[config.mk]
export PLATFORM = sky130hd
export DESIGN_NAME = bitmap_block_allocator_top
export DESIGN_NICKNAME = d
export VERILOG_FILES = /design/src/design/bba_pkg.sv /design/src/design/bba_ctrl.sv /design/src/design/bba_dp.sv /design/src/design/bitmap_block_allocator_top.sv
export SDC_FILE = /design/constraint.sdc
export NUM_CORES = 2
export LEC_CHECK = 0
export BUFFER_PORTS_ARGS = -buffer_cell sky130_fd_sc_hd__buf_2
export CAP_MARGIN = 40
export CELL_PAD_IN_SITES_DETAIL_PLACEMENT = 1
export CELL_PAD_IN_SITES_GLOBAL_PLACEMENT = 1
export CORE_MARGIN = 4
export CORE_UTILIZATION = 40
export CTS_CLUSTER_DIAMETER = 40
export CTS_CLUSTER_SIZE = 20
export DETAILED_ROUTE_END_ITERATION = 6
export PLACE_DENSITY = 0.66
export SYNTH_ARGS = -nofsm -noshare
export SYNTH_HDL_FRONTEND = slang
export SYNTH_SLANG_ARGS = --single-unit
[constraint.sdc]
create_clock -name clk -period 42.1 [get_ports clk]
set_clock_uncertainty 0.05 [all_clocks]
set_input_delay 8.42 -clock clk [delete_from_list [all_inputs] [get_ports clk]]
set_output_delay 8.42 -clock clk [all_outputs]
set_load 0.02 [all_outputs]
[src/design/bba_pkg.sv]
package bba_pkg;

    // Geometry of the used-bit map.
    localparam int MAX_BLOCKS = 1024;
    localparam int WORD_BITS  = 32;
    localparam int MAP_WORDS  = MAX_BLOCKS / WORD_BITS;

    localparam int BLK_W   = $clog2(MAX_BLOCKS);     // block index
    localparam int CNT_W   = BLK_W + 1;              // block counts up to MAX_BLOCKS
    localparam int WADDR_W = $clog2(MAP_WORDS);      // map word address
    localparam int BIT_W   = $clog2(WORD_BITS);      // bit inside a map word

    // The run scanner looks at one chunk of the map per cycle.
    localparam int CHUNK_BITS = 8;
    localparam int CHUNK_W    = $clog2(CHUNK_BITS);
    localparam int POS_W      = BLK_W - CHUNK_W;     // chunk position in the map
    localparam int SEL_W      = BIT_W - CHUNK_W;     // chunk inside a map word

    localparam logic [CNT_W-1:0] CNT_MAX   = {CNT_W{1'b1}};
    localparam logic [CNT_W-1:0] MAX_TOTAL = CNT_W'(MAX_BLOCKS);

    // Configuration register indexes.
    localparam int CFG_IDX_W = 1;
    localparam logic [CFG_IDX_W-1:0] CFG_TOTAL_BLOCKS    = 1'b0;
    localparam logic [CFG_IDX_W-1:0] CFG_RESERVED_BLOCKS = 1'b1;

    typedef enum logic [1:0] {
        ACT_ALLOC_ONE = 2'd0,
        ACT_ALLOC_RUN = 2'd1,
        ACT_FREE      = 2'd2,
        ACT_INIT      = 2'd3
    } action_e;

    typedef enum logic [1:0] {
        ST_OK       = 2'd0,
        ST_NO_SPACE = 2'd1,
        ST_INVALID  = 2'd2
    } status_e;

    // Commands from the controller to the datapath.
    typedef struct packed {
        logic    accept;
        logic    scan_read;
        logic    scan_step;
        logic    mark_read;
        logic    mark_write;
        logic    free_read;
        logic    free_write;
        logic    init_write;
        logic    status_en;
        status_e status;
        logic    load_out;
    } bba_cmd_t;

    // Status from the datapath to the controller.
    typedef struct packed {
        action_e action;
        logic    len_zero;
        logic    free_zero;
        logic    idx_range_err;
        logic    scan_hit;
        logic    scan_end;
        logic    mark_last;
        logic    free_bit_set;
        logic    init_last;
        logic    out_free;
    } bba_stat_t;

endpackage

[src/design/bba_ctrl.sv]
module bba_ctrl (
    input  logic                clk,
    input  logic                rst_n,
    input  logic                in_valid,
    output logic                in_ready,
    input  bba_pkg::bba_stat_t  stat,
    output bba_pkg::bba_cmd_t   cmd
);

    typedef enum logic [9:0] {
        S_IDLE    = 10'b00_0000_0001,
        S_DECODE  = 10'b00_0000_0010,
        S_SCAN_RD = 10'b00_0000_0100,
        S_SCAN    = 10'b00_0000_1000,
        S_MARK_RD = 10'b00_0001_0000,
        S_MARK_WR = 10'b00_0010_0000,
        S_FREE_RD = 10'b00_0100_0000,
        S_FREE_WR = 10'b00_1000_0000,
        S_INIT    = 10'b01_0000_0000,
        S_DONE    = 10'b10_0000_0000
    } state_t;

    state_t state_reg;
    state_t state_next;

    always_ff @(posedge clk or negedge rst_n)
    begin
        if (!rst_n)
        begin
            state_reg <= S_IDLE;
        end
        else
        begin
            state_reg <= state_next;
        end
    end

    always_comb
    begin
        state_next = state_reg;
        cmd        = '0;
        in_ready   = (state_reg == S_IDLE);
        unique case (state_reg)
            S_IDLE:
            begin
                if (in_valid)
                begin
                    cmd.accept = 1'b1;
                    state_next = S_DECODE;
                end
            end
            S_DECODE:
            begin
                unique case (stat.action)
                    bba_pkg::ACT_ALLOC_ONE:
                    begin
                        if (stat.free_zero)
                        begin
                            cmd.status_en = 1'b1;
                            cmd.status    = bba_pkg::ST_NO_SPACE;
                            state_next    = S_DONE;
                        end
                        else
                        begin
                            state_next = S_SCAN_RD;
                        end
                    end
                    bba_pkg::ACT_ALLOC_RUN:
                    begin
                        if (stat.len_zero)
                        begin
                            cmd.status_en = 1'b1;
                            cmd.status    = bba_pkg::ST_INVALID;
                            state_next    = S_DONE;
                        end
                        else
                        begin
                            state_next = S_SCAN_RD;
                        end
                    end
                    bba_pkg::ACT_FREE:
                    begin
                        if (stat.idx_range_err)
                        begin
                            cmd.status_en = 1'b1;
                            cmd.status    = bba_pkg::ST_INVALID;
                            state_next    = S_DONE;
                        end
                        else
                        begin
                            state_next = S_FREE_RD;
                        end
                    end
                    bba_pkg::ACT_INIT:
                    begin
                        state_next = S_INIT;
                    end
                    default:
                    begin
                        state_next = S_IDLE;
                    end
                endcase
            end
            S_SCAN_RD:
            begin
                cmd.scan_read = 1'b1;
                state_next    = S_SCAN;
            end
            S_SCAN:
            begin
                cmd.scan_step = 1'b1;
                if (stat.scan_hit)
                begin
                    state_next = S_MARK_RD;
                end
                else if (stat.scan_end)
                begin
                    cmd.status_en = 1'b1;
                    cmd.status    = bba_pkg::ST_NO_SPACE;
                    state_next    = S_DONE;
                end
            end
            S_MARK_RD:
            begin
                cmd.mark_read = 1'b1;
                state_next    = S_MARK_WR;
            end
            S_MARK_WR:
            begin
                cmd.mark_write = 1'b1;
                state_next     = stat.mark_last ? S_DONE : S_MARK_RD;
            end
            S_FREE_RD:
            begin
                cmd.free_read = 1'b1;
                state_next    = S_FREE_WR;
            end
            S_FREE_WR:
            begin
                if (stat.free_bit_set)
                begin
                    cmd.free_write = 1'b1;
                end
                else
                begin
                    cmd.status_en = 1'b1;
                    cmd.status    = bba_pkg::ST_INVALID;
                end
                state_next = S_DONE;
            end
            S_INIT:
            begin
                cmd.init_write = 1'b1;
                if (stat.init_last)
                begin
                    state_next = S_DONE;
                end
            end
            S_DONE:
            begin
                if (stat.out_free)
                begin
                    cmd.load_out = 1'b1;
                    state_next   = S_IDLE;
                end
            end
            default:
            begin
                state_next = S_IDLE;
            end
        endcase
    end

endmodule

[src/design/bba_dp.sv]
module bba_dp (
    input  logic                          clk,
    input  logic                          rst_n,
    input  logic                          cfg_we,
    input  logic [bba_pkg::CFG_IDX_W-1:0] cfg_addr,
    input  logic [bba_pkg::CNT_W-1:0]     cfg_wdata,
    input  bba_pkg::action_e              in_action,
    input  logic [bba_pkg::CNT_W-1:0]     in_run_length,
    input  logic [bba_pkg::BLK_W-1:0]     in_block_index,
    input  logic                          out_ready,
    output logic                          out_valid,
    output bba_pkg::status_e              out_status,
    output logic [bba_pkg::BLK_W-1:0]     out_start,
    output logic [bba_pkg::CNT_W-1:0]     out_free,
    output logic [bba_pkg::CNT_W-1:0]     out_used,
    input  bba_pkg::bba_cmd_t             cmd,
    output bba_pkg::bba_stat_t            stat
);

    localparam int WB = bba_pkg::WORD_BITS;
    localparam int CB = bba_pkg::CHUNK_BITS;

    // Configuration.
    logic [bba_pkg::CNT_W-1:0] cfg_total_reg;
    logic [bba_pkg::CNT_W-1:0] cfg_reserved_reg;
    logic [bba_pkg::CNT_W-1:0] eff_total;
    logic [bba_pkg::CNT_W-1:0] eff_reserved;

    // Request and scan state.
    bba_pkg::action_e            act_reg;
    logic [bba_pkg::CNT_W-1:0]   len_reg;
    logic [bba_pkg::BLK_W-1:0]   idx_reg;
    logic [bba_pkg::POS_W-1:0]   pos_reg;
    logic [bba_pkg::CNT_W-1:0]   run_reg;
    logic [bba_pkg::BLK_W-1:0]   end_reg;
    logic [bba_pkg::WADDR_W-1:0] word_cnt_reg;
    bba_pkg::status_e            res_status_reg;
    logic [bba_pkg::BLK_W-1:0]   res_start_reg;
    logic [bba_pkg::CNT_W-1:0]   free_total_reg;
    logic [bba_pkg::CNT_W-1:0]   used_total_reg;
    logic [bba_pkg::CNT_W-1:0]   free_total_next;
    logic [bba_pkg::CNT_W-1:0]   used_total_next;

    // Output register.
    logic                        out_valid_reg;
    bba_pkg::status_e            out_status_reg;
    logic [bba_pkg::BLK_W-1:0]   out_start_reg;
    logic [bba_pkg::CNT_W-1:0]   out_free_reg;
    logic [bba_pkg::CNT_W-1:0]   out_used_reg;

    // Map memory with one valid bit per word; a word never written reads as zero.
    logic [WB-1:0]                map_mem [bba_pkg::MAP_WORDS];
    logic [bba_pkg::MAP_WORDS-1:0] map_valid_reg;
    logic [WB-1:0]                rd_data_reg;
    logic                         rd_ok_reg;
    logic [WB-1:0]                map_word;
    logic                         mem_re;
    logic [bba_pkg::WADDR_W-1:0]  mem_raddr;
    logic                         mem_we;
    logic [bba_pkg::WADDR_W-1:0]  mem_waddr;
    logic [WB-1:0]                mem_wdata;

    // Scan, mark, free and init datapath signals.
    logic [bba_pkg::BLK_W-1:0]    scan_base;
    logic [CB-1:0]                scan_bits;
    logic [bba_pkg::CNT_W-1:0]    run_next;
    logic                         scan_hit;
    logic [bba_pkg::CHUNK_W-1:0]  hit_pos;
    logic                         scan_end;
    logic                         read_ahead;
    logic [bba_pkg::BLK_W-1:0]    hit_end;
    logic [bba_pkg::CNT_W-1:0]    hit_start;
    logic [WB-1:0]                mark_mask;
    logic [WB-1:0]                init_mask;
    logic [WB-1:0]                free_word;
    logic                         mark_last;
    logic                         init_last;
    logic                         take_commit;
    logic                         init_commit;
    logic [bba_pkg::CNT_W:0]      used_sum;

    assign eff_total    = (cfg_total_reg > bba_pkg::MAX_TOTAL) ? bba_pkg::MAX_TOTAL
                                                               : cfg_total_reg;
    assign eff_reserved = (cfg_reserved_reg > eff_total) ? eff_total : cfg_reserved_reg;

    always_ff @(posedge clk or negedge rst_n)
    begin
        if (!rst_n)
        begin
            cfg_total_reg    <= bba_pkg::MAX_TOTAL;
            cfg_reserved_reg <= bba_pkg::CNT_W'(1);
        end
        else if (cfg_we)
        begin
            unique case (cfg_addr)
                bba_pkg::CFG_TOTAL_BLOCKS:    cfg_total_reg    <= cfg_wdata;
                bba_pkg::CFG_RESERVED_BLOCKS: cfg_reserved_reg <= cfg_wdata;
                default:                      cfg_total_reg    <= cfg_total_reg;
            endcase
        end
    end

    // Map memory port.
    always_ff @(posedge clk)
    begin
        if (mem_we)
        begin
            map_mem[mem_waddr] <= mem_wdata;
        end
        if (mem_re)
        begin
            rd_data_reg <= map_mem[mem_raddr];
        end
    end

    always_ff @(posedge clk or negedge rst_n)
    begin
        if (!rst_n)
        begin
            map_valid_reg <= '0;
            rd_ok_reg     <= 1'b0;
        end
        else
        begin
            if (mem_we)
            begin
                map_valid_reg[mem_waddr] <= 1'b1;
            end
            if (mem_re)
            begin
                rd_ok_reg <= map_valid_reg[mem_raddr];
            end
        end
    end

    assign map_word = rd_ok_reg ? rd_data_reg : '0;

    // One chunk of the run search: a block counts as free only inside 1 .. total-1.
    assign scan_base = {pos_reg, {bba_pkg::CHUNK_W{1'b0}}};
    assign scan_bits = map_word[{pos_reg[bba_pkg::SEL_W-1:0],
                                 {bba_pkg::CHUNK_W{1'b0}}} +: CB];

    always_comb
    begin
        logic [bba_pkg::CNT_W-1:0] blk;
        logic                      usable;
        run_next = run_reg;
        scan_hit = 1'b0;
        hit_pos  = '0;
        for (int k = 0; k < CB; k++)
        begin
            blk    = {1'b0, scan_base} + bba_pkg::CNT_W'(k);
            usable = (blk != '0) && (blk < eff_total) && !scan_bits[k];
            if (!scan_hit)
            begin
                run_next = usable ? run_next + 1'b1 : '0;
                if (run_next == len_reg)
                begin
                    scan_hit = 1'b1;
                    hit_pos  = bba_pkg::CHUNK_W'(k);
                end
            end
        end
    end

    assign scan_end   = ({1'b0, scan_base} + bba_pkg::CNT_W'(CB)) >= eff_total;
    assign read_ahead = (pos_reg[bba_pkg::SEL_W-1:0] == {bba_pkg::SEL_W{1'b1}})
                        && !scan_hit && !scan_end;
    assign hit_end    = {pos_reg, hit_pos};
    assign hit_start  = {1'b0, hit_end} + bba_pkg::CNT_W'(1) - len_reg;

    // Word masks for marking a run and for the init sweep.
    always_comb
    begin
        logic [bba_pkg::BLK_W-1:0] blk;
        for (int b = 0; b < WB; b++)
        begin
            blk          = {word_cnt_reg, bba_pkg::BIT_W'(b)};
            mark_mask[b] = (blk >= res_start_reg) && (blk <= end_reg);
            init_mask[b] = ({1'b0, blk} < eff_reserved);
        end
    end

    always_comb
    begin
        free_word = map_word;
        free_word[idx_reg[bba_pkg::BIT_W-1:0]] = 1'b0;
    end

    assign mark_last   = (word_cnt_reg == end_reg[bba_pkg::BLK_W-1 -: bba_pkg::WADDR_W]);
    assign init_last   = (word_cnt_reg == {bba_pkg::WADDR_W{1'b1}});
    assign take_commit = cmd.mark_write && mark_last;
    assign init_commit = cmd.init_write && init_last;

    always_comb
    begin
        mem_re    = cmd.scan_read || (cmd.scan_step && read_ahead)
                    || cmd.mark_read || cmd.free_read;
        if (cmd.scan_read)
        begin
            mem_raddr = pos_reg[bba_pkg::POS_W-1 -: bba_pkg::WADDR_W];
        end
        else if (cmd.scan_step)
        begin
            mem_raddr = pos_reg[bba_pkg::POS_W-1 -: bba_pkg::WADDR_W] + 1'b1;
        end
        else if (cmd.mark_read)
        begin
            mem_raddr = word_cnt_reg;
        end
        else
        begin
            mem_raddr = idx_reg[bba_pkg::BLK_W-1 -: bba_pkg::WADDR_W];
        end
        mem_we    = cmd.mark_write || cmd.free_write || cmd.init_write;
        mem_waddr = cmd.free_write ? idx_reg[bba_pkg::BLK_W-1 -: bba_pkg::WADDR_W]
                                   : word_cnt_reg;
        if (cmd.mark_write)
        begin
            mem_wdata = map_word | mark_mask;
        end
        else if (cmd.free_write)
        begin
            mem_wdata = free_word;
        end
        else
        begin
            mem_wdata = init_mask;
        end
    end

    // Block counters, saturating at both ends.
    assign used_sum = {1'b0, used_total_reg} + {1'b0, len_reg};

    always_comb
    begin
        free_total_next = free_total_reg;
        used_total_next = used_total_reg;
        if (take_commit)
        begin
            free_total_next = (free_total_reg > len_reg) ? free_total_reg - len_reg : '0;
            used_total_next = (used_sum > {1'b0, bba_pkg::CNT_MAX})
                              ? bba_pkg::CNT_MAX : used_sum[bba_pkg::CNT_W-1:0];
        end
        else if (cmd.free_write)
        begin
            free_total_next = (free_total_reg == bba_pkg::CNT_MAX)
                              ? bba_pkg::CNT_MAX : free_total_reg + 1'b1;
            used_total_next = (used_total_reg != '0) ? used_total_reg - 1'b1 : '0;
        end
        else if (init_commit)
        begin
            free_total_next = eff_total - eff_reserved;
            used_total_next = eff_reserved;
        end
    end

    always_ff @(posedge clk or negedge rst_n)
    begin
        if (!rst_n)
        begin
            free_total_reg <= '0;
            used_total_reg <= '0;
            out_valid_reg  <= 1'b0;
        end
        else
        begin
            free_total_reg <= free_total_next;
            used_total_reg <= used_total_next;
            if (cmd.load_out)
            begin
                out_valid_reg <= 1'b1;
            end
            else if (out_ready)
            begin
                out_valid_reg <= 1'b0;
            end
        end
    end

    always_ff @(posedge clk)
    begin
        if (cmd.accept)
        begin
            act_reg        <= in_action;
            len_reg        <= (in_action == bba_pkg::ACT_ALLOC_ONE)
                              ? bba_pkg::CNT_W'(1) : in_run_length;
            idx_reg        <= in_block_index;
            pos_reg        <= '0;
            run_reg        <= '0;
            word_cnt_reg   <= '0;
            res_status_reg <= bba_pkg::ST_OK;
            res_start_reg  <= '0;
        end
        else
        begin
            if (cmd.scan_step)
            begin
                pos_reg <= pos_reg + 1'b1;
                run_reg <= run_next;
                if (scan_hit)
                begin
                    end_reg       <= hit_end;
                    res_start_reg <= hit_start[bba_pkg::BLK_W-1:0];
                    word_cnt_reg  <= hit_start[bba_pkg::BLK_W-1 -: bba_pkg::WADDR_W];
                end
            end
            if ((cmd.mark_write && !mark_last) || cmd.init_write)
            begin
                word_cnt_reg <= word_cnt_reg + 1'b1;
            end
            if (cmd.status_en)
            begin
                res_status_reg <= cmd.status;
            end
        end
        if (cmd.load_out)
        begin
            out_status_reg <= res_status_reg;
            out_start_reg  <= res_start_reg;
            out_free_reg   <= free_total_reg;
            out_used_reg   <= used_total_reg;
        end
    end

    assign out_valid  = out_valid_reg;
    assign out_status = out_status_reg;
    assign out_start  = out_start_reg;
    assign out_free   = out_free_reg;
    assign out_used   = out_used_reg;

    assign stat.action        = act_reg;
    assign stat.len_zero      = (len_reg == '0);
    assign stat.free_zero     = (free_total_reg == '0);
    assign stat.idx_range_err = ({1'b0, idx_reg} >= eff_total);
    assign stat.scan_hit      = scan_hit;
    assign stat.scan_end      = scan_end;
    assign stat.mark_last     = mark_last;
    assign stat.free_bit_set  = map_word[idx_reg[bba_pkg::BIT_W-1:0]];
    assign stat.init_last     = init_last;
    assign stat.out_free      = !out_valid_reg || out_ready;

endmodule

[src/design/bitmap_block_allocator_top.sv]
// Channel   Direction  Words carried
// --------  ---------  -------------------------------------------------------------
// cfg       in         register writes: total_blocks (index 0), reserved_blocks (1)
// s_axis    in         one request per word: action, run length, block to free
// m_axis    out        one reply per request: status, first block, free and used counts
//
// Requests are handled one at a time: accept, decode and reply load plus the work. An
// alloc reads a map word, searches one 8-bit chunk per cycle over the map, then reads
// and writes each map word the granted run touches. A free reads one map word and writes it
// if the block was used, an init writes every map word, and a decode refusal goes to reply
// load. Reset clears both counters, the reply valid flag and the map; init marks reserved
// blocks. A stalled m_axis holds its reply while the next request runs; that reply waits to load.
module bitmap_block_allocator_top (
    input  logic                          clk,
    input  logic                          rst_n,
    // Configuration write port.
    input  logic                          cfg_we,
    input  logic [bba_pkg::CFG_IDX_W-1:0] cfg_addr,
    input  logic [bba_pkg::CNT_W-1:0]     cfg_wdata,
    // Request stream.
    input  logic                          s_axis_tvalid,
    output logic                          s_axis_tready,
    input  logic [23:0]                   s_axis_tdata,   // run_length[10:0], block_index[20:11]
    input  logic [1:0]                    s_axis_tuser,   // action[1:0]
    // Reply stream.
    output logic                          m_axis_tvalid,
    input  logic                          m_axis_tready,
    output logic [31:0]                   m_axis_tdata,   // first_block[9:0], free_count[20:10],
                                                          // used_count[31:21]
    output logic [1:0]                    m_axis_tuser    // status[1:0]
);

    bba_pkg::bba_cmd_t         cmd;
    bba_pkg::bba_stat_t        stat;
    bba_pkg::status_e          out_status;
    logic [bba_pkg::BLK_W-1:0] out_start;
    logic [bba_pkg::CNT_W-1:0] out_free;
    logic [bba_pkg::CNT_W-1:0] out_used;

    // The controller sequences each request; it sees only the request valid and the status flags.
    bba_ctrl u_ctrl (
        .clk      (clk),
        .rst_n    (rst_n),
        .in_valid (s_axis_tvalid),
        .in_ready (s_axis_tready),
        .stat     (stat),
        .cmd      (cmd)
    );

    // The datapath owns the map memory, the counters and the reply register.
    bba_dp u_dp (
        .clk            (clk),
        .rst_n          (rst_n),
        .cfg_we         (cfg_we),
        .cfg_addr       (cfg_addr),
        .cfg_wdata      (cfg_wdata),
        .in_action      (bba_pkg::action_e'(s_axis_tuser)),
        .in_run_length  (s_axis_tdata[10:0]),
        .in_block_index (s_axis_tdata[20:11]),
        .out_ready      (m_axis_tready),
        .out_valid      (m_axis_tvalid),
        .out_status     (out_status),
        .out_start      (out_start),
        .out_free       (out_free),
        .out_used       (out_used),
        .cmd            (cmd),
        .stat           (stat)
    );

    assign m_axis_tdata = {out_used, out_free, out_start};
    assign m_axis_tuser = out_status;

endmodule

# After elaboration in Yosys (flattened, before gate mapping)
# Memories as Yosys holds them, arrays and structs flattened. A register that Yosys moved wholly into a read port is not among the register bits.
# Cells that the tools add are included.
[totals]
regBits = 190
elab_cells = 406
ram_bits = 1024
output_inout_bits = 36
in_bits = 43
memories = 1
[mem_list]
columns = ["name", "depth", "width", "read_ports", "rd_ports_with_merged_regs", "wr", "line_no", "text"]
rows = [
  ["u_dp.map_mem", 32, 32, 1, 1, 1, "bba_dp.sv:52", "logic [WB-1:0] map_mem [bba_pkg::MAP_WORDS];"],
]
[op_classes]
add_sub_neg = 26
n_reduce_logical = 98
n_shift = 1
n_eq_ne = 29
order_cmp = 115
muxes = 109
bitwise = 6
[ops]
columns = ["cell", "n"]
rows = [
  ["less-than comparator 10 x 11 -> 1 bit", 33],
  ["greater-or-equal comparator 10 bit", 32],
  ["<= comparator 10 bit", 32],
  ["two-way mux 11 bit", 27],
  ["case mux 10 bit (10 select lines)", 1],
  ["adder 11 x 1 -> 11 bit (second input constant)", 9],
  ["nonzero test 11 bit", 9],
  ["two-way mux 32 bit", 3],
  ["two-way mux 10 bit", 9],
  ["== test 11 bit", 8],
  ["less-than comparator 11 bit", 7],
  ["OR 32 bit", 2],
  ["two-way mux 3 bit", 19],
  ["logical AND 1 bit", 56],
  ["adder 10 x 3 -> 11 bit (second input constant)", 4],
  ["case mux 10 bit (4 select lines)", 1],
  ["two-way mux 1 bit", 36],
  ["two-way mux 5 bit", 7],
  ["bitwise AND 32 bit", 1],
  ["inverter 32 bit", 1],
  ["indexed part select 32 x 6 -> 8 bit", 1],
  ["adder 10 x 2 -> 11 bit (second input constant)", 2],
  ["> comparator 11 bit", 2],
  ["zero test 11 bit", 2],
  ["45 further kinds", 80],
]

# Longest topological paths before layout
[depth]
depth_word = 36
depth_mapped = 80
ltp_nobuf = 69

# Cells and area by module
# A second synthesis with hierarchy kept.
[unflattened]
cells_unflattened = 4597
hier_area_um2 = 62841.5
[modules_own_cells]
columns = ["module", "seq_area_each_um2", "area_per_inst_um2", "n_inst", "cells_per_inst"]
rows = [
  ["bba_dp", 36377.4, 62032.0, 1, 4511],
  ["bba_ctrl", 251.5, 809.5, 1, 86],
]

# Least setup slack after synthesis
# Ideal clock, no wire load.
[synth_timing]
kind = "register -> register"
startpoint = "register u_dp.cfg_total_reg[10] (netlist bit)"
endpoint = "register u_dp.word_cnt_reg[4] (netlist bit)"
t_arrival_ns = 14.730
period_less_slack_ns = 14.905
required_ns = 41.925
setup_time_ns = 0.125
n_path_buf = 9
setup_slack_ns = 27.195
stages_incl_launch_ff = 77
cell_sequence = "dfstp_2 buf_6 inv_2 clkbuf_1 nand2_1 ha_1 a211oi_1 nor3_1 nor3_2 clkbuf_1 o211ai_1 a222oi_1 and4_1 buf_6 buf_6 buf_2 nand2_1 nand2_1 [41 not listed] inv_1 o21ai_1 a21boi_0 ha_1 inv_1 ha_1 inv_1 fa_1 nor2b_1 o21ai_0 nand2b_1 a21oi_1 o21bai_1 a21o_1 a21oi_1 xnor2_1 a22oi_1 o31ai_1"
[synth_via]
elab_chain_cells = 34
elab_cells_between_ends = 91
classes_between = "add/sub: 9; order compare: 9; eq/ne: 8; mux: 47; reduce/logical: 18"
[synth_lines]
columns = ["element", "line_no", "text"]
rows = [
  ["from (decl)", "bba_dp.sv:24", "logic [bba_pkg::CNT_W-1:0] cfg_total_reg;"],
  ["from (signal assigned)", "bba_dp.sv:90", "cfg_total_reg <= bba_pkg::MAX_TOTAL;"],
  ["from (signal assigned)", "bba_dp.sv:96", "bba_pkg::CFG_TOTAL_BLOCKS: cfg_total_reg <= cfg_wdata;"],
  ["from (signal assigned)", "bba_dp.sv:98", "default: cfg_total_reg <= cfg_total_reg;"],
  ["> comparator 11 bit", "bba_dp.sv:82", "assign eff_total = (cfg_total_reg > bba_pkg::MAX_TOTAL) ? bba_pkg::MAX_TOTAL"],
  ["two-way mux 11 bit (*)", "bba_dp.sv:82", ""],
  ["less-than comparator 10 x 11 -> 1 bit", "bba_dp.sv:153", "usable = (blk != '0) && (blk < eff_total) && !scan_bits[k];"],
  ["logical AND 1 bit (2 in a row)", "bba_dp.sv:153", ""],
  ["two-way mux 11 bit", "bba_dp.sv:156", "run_next = usable ? run_next + 1'b1 : '0;"],
  ["adder 11 x 1 -> 11 bit or == test 11 bit (tied branches)", "bba_dp.sv:156, bba_dp.sv:157", ""],
  ["two-way mux 11 bit or two-way mux 1 bit (tied branches)", "bba_dp.sv:156, bba_dp.sv:157", ""],
  ["two-way mux 11 bit or == test 11 bit (tied branches)", "bba_dp.sv:154, bba_dp.sv:157", ""],
  ["[17 not listed]", "n/a", ""],
  ["== test 11 bit", "bba_dp.sv:157", "if (run_next == len_reg)"],
  ["two-way mux 3 bit", "bba_dp.sv:157", ""],
  ["two-way mux 3 bit", "bba_dp.sv:154", "if (!scan_hit)"],
  ["adder 10 x 1 -> 10 bit", "bba_dp.sv:170", "assign hit_start = {1'b0, hit_end} + bba_pkg::CNT_W'(1) - len_reg;"],
  ["subtractor 10 bit", "bba_dp.sv:170", ""],
  ["two-way mux 5 bit", "bba_dp.sv:301", "if (scan_hit)"],
  ["two-way mux 5 bit", "bba_dp.sv:297", "if (cmd.scan_step)"],
  ["two-way mux 5 bit", "bba_dp.sv:308", "if ((cmd.mark_write && !mark_last) || cmd.init_write)"],
  ["to (signal assigned)", "bba_dp.sv:305", "word_cnt_reg <= hit_start[bba_pkg::BLK_W-1 -: bba_pkg::WADDR_W];"],
  ["to (signal assigned)", "bba_dp.sv:310", "word_cnt_reg <= word_cnt_reg + 1'b1;"],
  ["to (decl)", "bba_dp.sv:36", "logic [bba_pkg::WADDR_W-1:0] word_cnt_reg;"],
]
# Mark *: on every way between the ends. The rest lies on a longest branch, timed or not. The select of a mux whose other input is x is not followed.
# A chain may end at the register's enable or synchronous reset.

# Final worst setup path
# Ends and elaborated chain as after synthesis.

==> qor.txt <==
status = finished clean
WL met2 = 106.1 mm
die height = 408.1 um
Reg2Reg Depth = 67
max-slew violations = 0
critical path data required time = 42.70 ns
Synth area leaders = edfxtp_1, a211oi_1, nand2_1
Row Count = 146
I/O pin cnt = 79
Avg WL per Cell = 28.26 um
area share of the largest cell type after synthesis = 0.5268
Worst Path Max Fanout = 18
Max stage delay on crit path = 0.75 ns
Power Dens Cells = 54.24 mW/mm^2
Crit path top cell by count = ha_1
Post-CTS Resized = 0
# Post-CTS Setup Buffers = 0
syn_nets = 5,853
placed cells = 7,589
Routed WL = 223.0 mm
Post-synth EDFFs = 1,123
period utilization = 0.4773
synthesized flop and latch total = 1,246
Worst path depth = 67
# DRC = 0
post-route ant nets = 0
worst r2r src = u_dp.cfg_total_reg[10]
WP data arrival = 20.70 ns
crit path buf inv count = 7
initial core utilization = 0.4033
unrepaired setup endpoints after global routing = no
FF-to-FF End = u_dp.word_cnt_reg[4]
first-pass GRT wire length = 330.5 mm
post-synthesis sequential area ratio = 0.5722
fin crit period = 20.10 ns
CP Capture Point = u_dp.word_cnt_reg[4]
Worst Setup SP = u_dp.cfg_total_reg[10]
vias in the first global route = 49,710
worst vdd ir = 0.00004117 V
Die ar. = 0.1665 mm^2
Syn Std Cell Area = 0.06402 mm^2
Clock Sinks = 1,246
Port-buffer cells = 75
Largest register FFs = 1,024
Static Leak = 24.77 nW
cells after synthesis = 5,685
Final Non-Filler Cells = 7,891
Clock Latency Late Sink = 0.80 ns
die width = 408.1 um
class of the worst hold path = flop to flop
Hold Fails Final Rpt = 0
Fillers = 16,640
share of cells above drive strength 1 = 0.1356
Worst path slowest cell = or3_1
Remaining Overflow, GRT = 0
Final Cell Area = 0.07286 mm^2
total CTS buffers = 159
TritonCTS clock tree = done
Syn. warnings = 0
fin nets = 5,848
cell family with most CP delay = simple AND/OR/NAND/NOR gates
Rel. slew slack = 0.2341
Max Cap Viol = 0
layout overhead on the synthesized area = 13.81%
post-cts hold buffer count = 0
Synth Area per Inst = 11.26 um^2
CP startpoint kind = flop
metal3 WL = 12.98 mm
Crit Path Category = flop to flop
Crit. End Element = flop
Final TNS setup = 0 ns
cell taking the most area after synthesis = edfxtp_1
via count = 49,360
HPWL Detailed = 135.0 mm
initial antenna violation count = 6
initial DRC count = 5,146
share of flip-flops with an asynchronous set or reset = 0.07063
largest net degree at the start of global routing = 195
met1 wire length = 96.57 mm
H-Tree Level Count = 4
flop2flop setup slack = 22.00 ns
Peak Freq = 0.04976 GHz
GP Congestion = 0.9307
DP Area = 0.06741 mm^2
Reg clk slew, reported paths = 0.05 ns
Slew @ Worst Pin = 1.149 ns
first-pass iteration count of the detailed router = 5
Top Metal Used = met5
final setup fails = 0
main flop type after synthesis = edfxtp_1
core footprint = 0.1587 mm^2
GRT Overall Usage = 0.2606
DR vias/cell = 6.255
Root Driver = clkbuf_16
clk buf depth = 3
Synth cell types = 134
[synth_stat cells, drive strengths merged, types with 14 or more instances]
cell / number
a22oi: 16
o31ai: 24
nand2b: 31
nor2: 273
mux2i: 56
a311oi: 141
o211ai: 36
and2: 293
o2111ai: 17
or4: 14
a221oi: 23
clkbuf: 350
a41oi: 14
nand3: 110
inv: 90
or3: 38
mux2: 38
a21o: 79
and4: 14
o21ai: 195
xor2: 40
o22ai: 39
o21bai: 20
xnor2: 87
nor2b: 39
a211oi: 404
a32oi: 14
or2: 54
ha: 121
nor4: 39
and3: 41
nor3: 84
a21oi: 312
a31oi: 189
nand4: 52
dfxtp: 35
buf: 52
dfrtp: 85
edfxtp: 1123
nand2: 771
nand3b: 16
[worst min-delay path by stage]
stage                                       from                 end  slack [ns]  depth (start not counted)
after floorplan            u_dp.res_start_reg[1]   u_dp.out_start[1]        0.36                          0
after global placement    u_dp.res_status_reg[0]  u_dp.out_status[0]        0.38                          0
after detailed placement  u_dp.res_status_reg[1]  u_dp.out_status[1]        0.39                          0
after CTS                 u_dp.res_status_reg[1]  u_dp.out_status[1]        0.40                          0
after global routing      u_dp.res_status_reg[0]  u_dp.out_status[0]        0.41                          0
final                     u_dp.res_status_reg[1]  u_dp.out_status[1]        0.40                          0
[layout by cell type (no fill, tap or decap), drive strengths merged, types with 79 or more instances in the layout]
cell / instances
buf: 236
a31oi: 189
nor2: 273
inv: 137
and2: 293
xnor2: 87
o21ai: 195
dfrtp: 85
nand3: 110
nor3: 84
a211oi: 404
nand2: 771
clkbuf: 172
ha: 121
a21oi: 312
a21o: 79
edfxtp: 1123
a311oi: 141
[per-layer routing]
metal | vias to the layer above | GRT usage
li1 | 21850 | -
met1 | 25540 | 0.3593
met2 | 1586 | 0.4283
met3 | 391 | 0.03242
met4 | 2 | 0.08535
met5 | - | 0
[worst reg2reg max path: cells and delay by family (launching register included)]
family	cells	cell delay, ns
xor gates and xnor gates	4	0.72
DFF	1	0.69
muxes	3	1.33
AOI/OAI and AO/OA	20	5.63
buffers and inverters	7	0.85
adders and majority gates	8	2.70
and+or+nand+nor	25	7.96
[layout make-up]
type / instances / area (um^2) / share of cell area
Multi-Input combinational cell: 3944 / 25960 / 0.3563
Clock inverter: 126 / 1320 / 0.01812
Antenna cell: 2 / 5.005 / 0.00006869
Clock buffer: 172 / 4110 / 0.05641
Tap cell: 2072 / 2592 / 0.03558
Inverter: 93 / 349.1 / 0.004791
Sequential cell: 1246 / 36630 / 0.5027
Timing Repair Buffer: 236 / 1893 / 0.02598
[where the power goes]
part           switching [mW]  internal, mW
Sequential             0.0253          1.41
Combinational           0.777         0.354
Clock                   0.587         0.794
Total                    1.39          2.56
[metrics by stage]
step	setup slack, ns	total power, mW	util	hold WS (ns)
6_report	22.00	3.952	0.4590	0.3966
4_1_cts	22.25	3.969	0.4589	0.3957
5_1_grt	21.04	4.134	0.4589	0.4122
3_3_place_gp	22.39	2.552	0.4221	0.3849
3_5_place_dp	22.34	2.580	0.4247	0.3852
2_1_floorplan	27.19	2.205	-	0.3564
[kinds of logic after synthesis]
group | share of synthesized area
AOI/OAI and AO/OA | 0.1829
xor gates and xnor gates | 0.02078
DFF | 0.5722
and+or+nand+nor | 0.1500
muxes | 0.01843
buffers and inverters | 0.03080
adders and majority gates | 0.02490
Power figures use the tool's default switching activity.
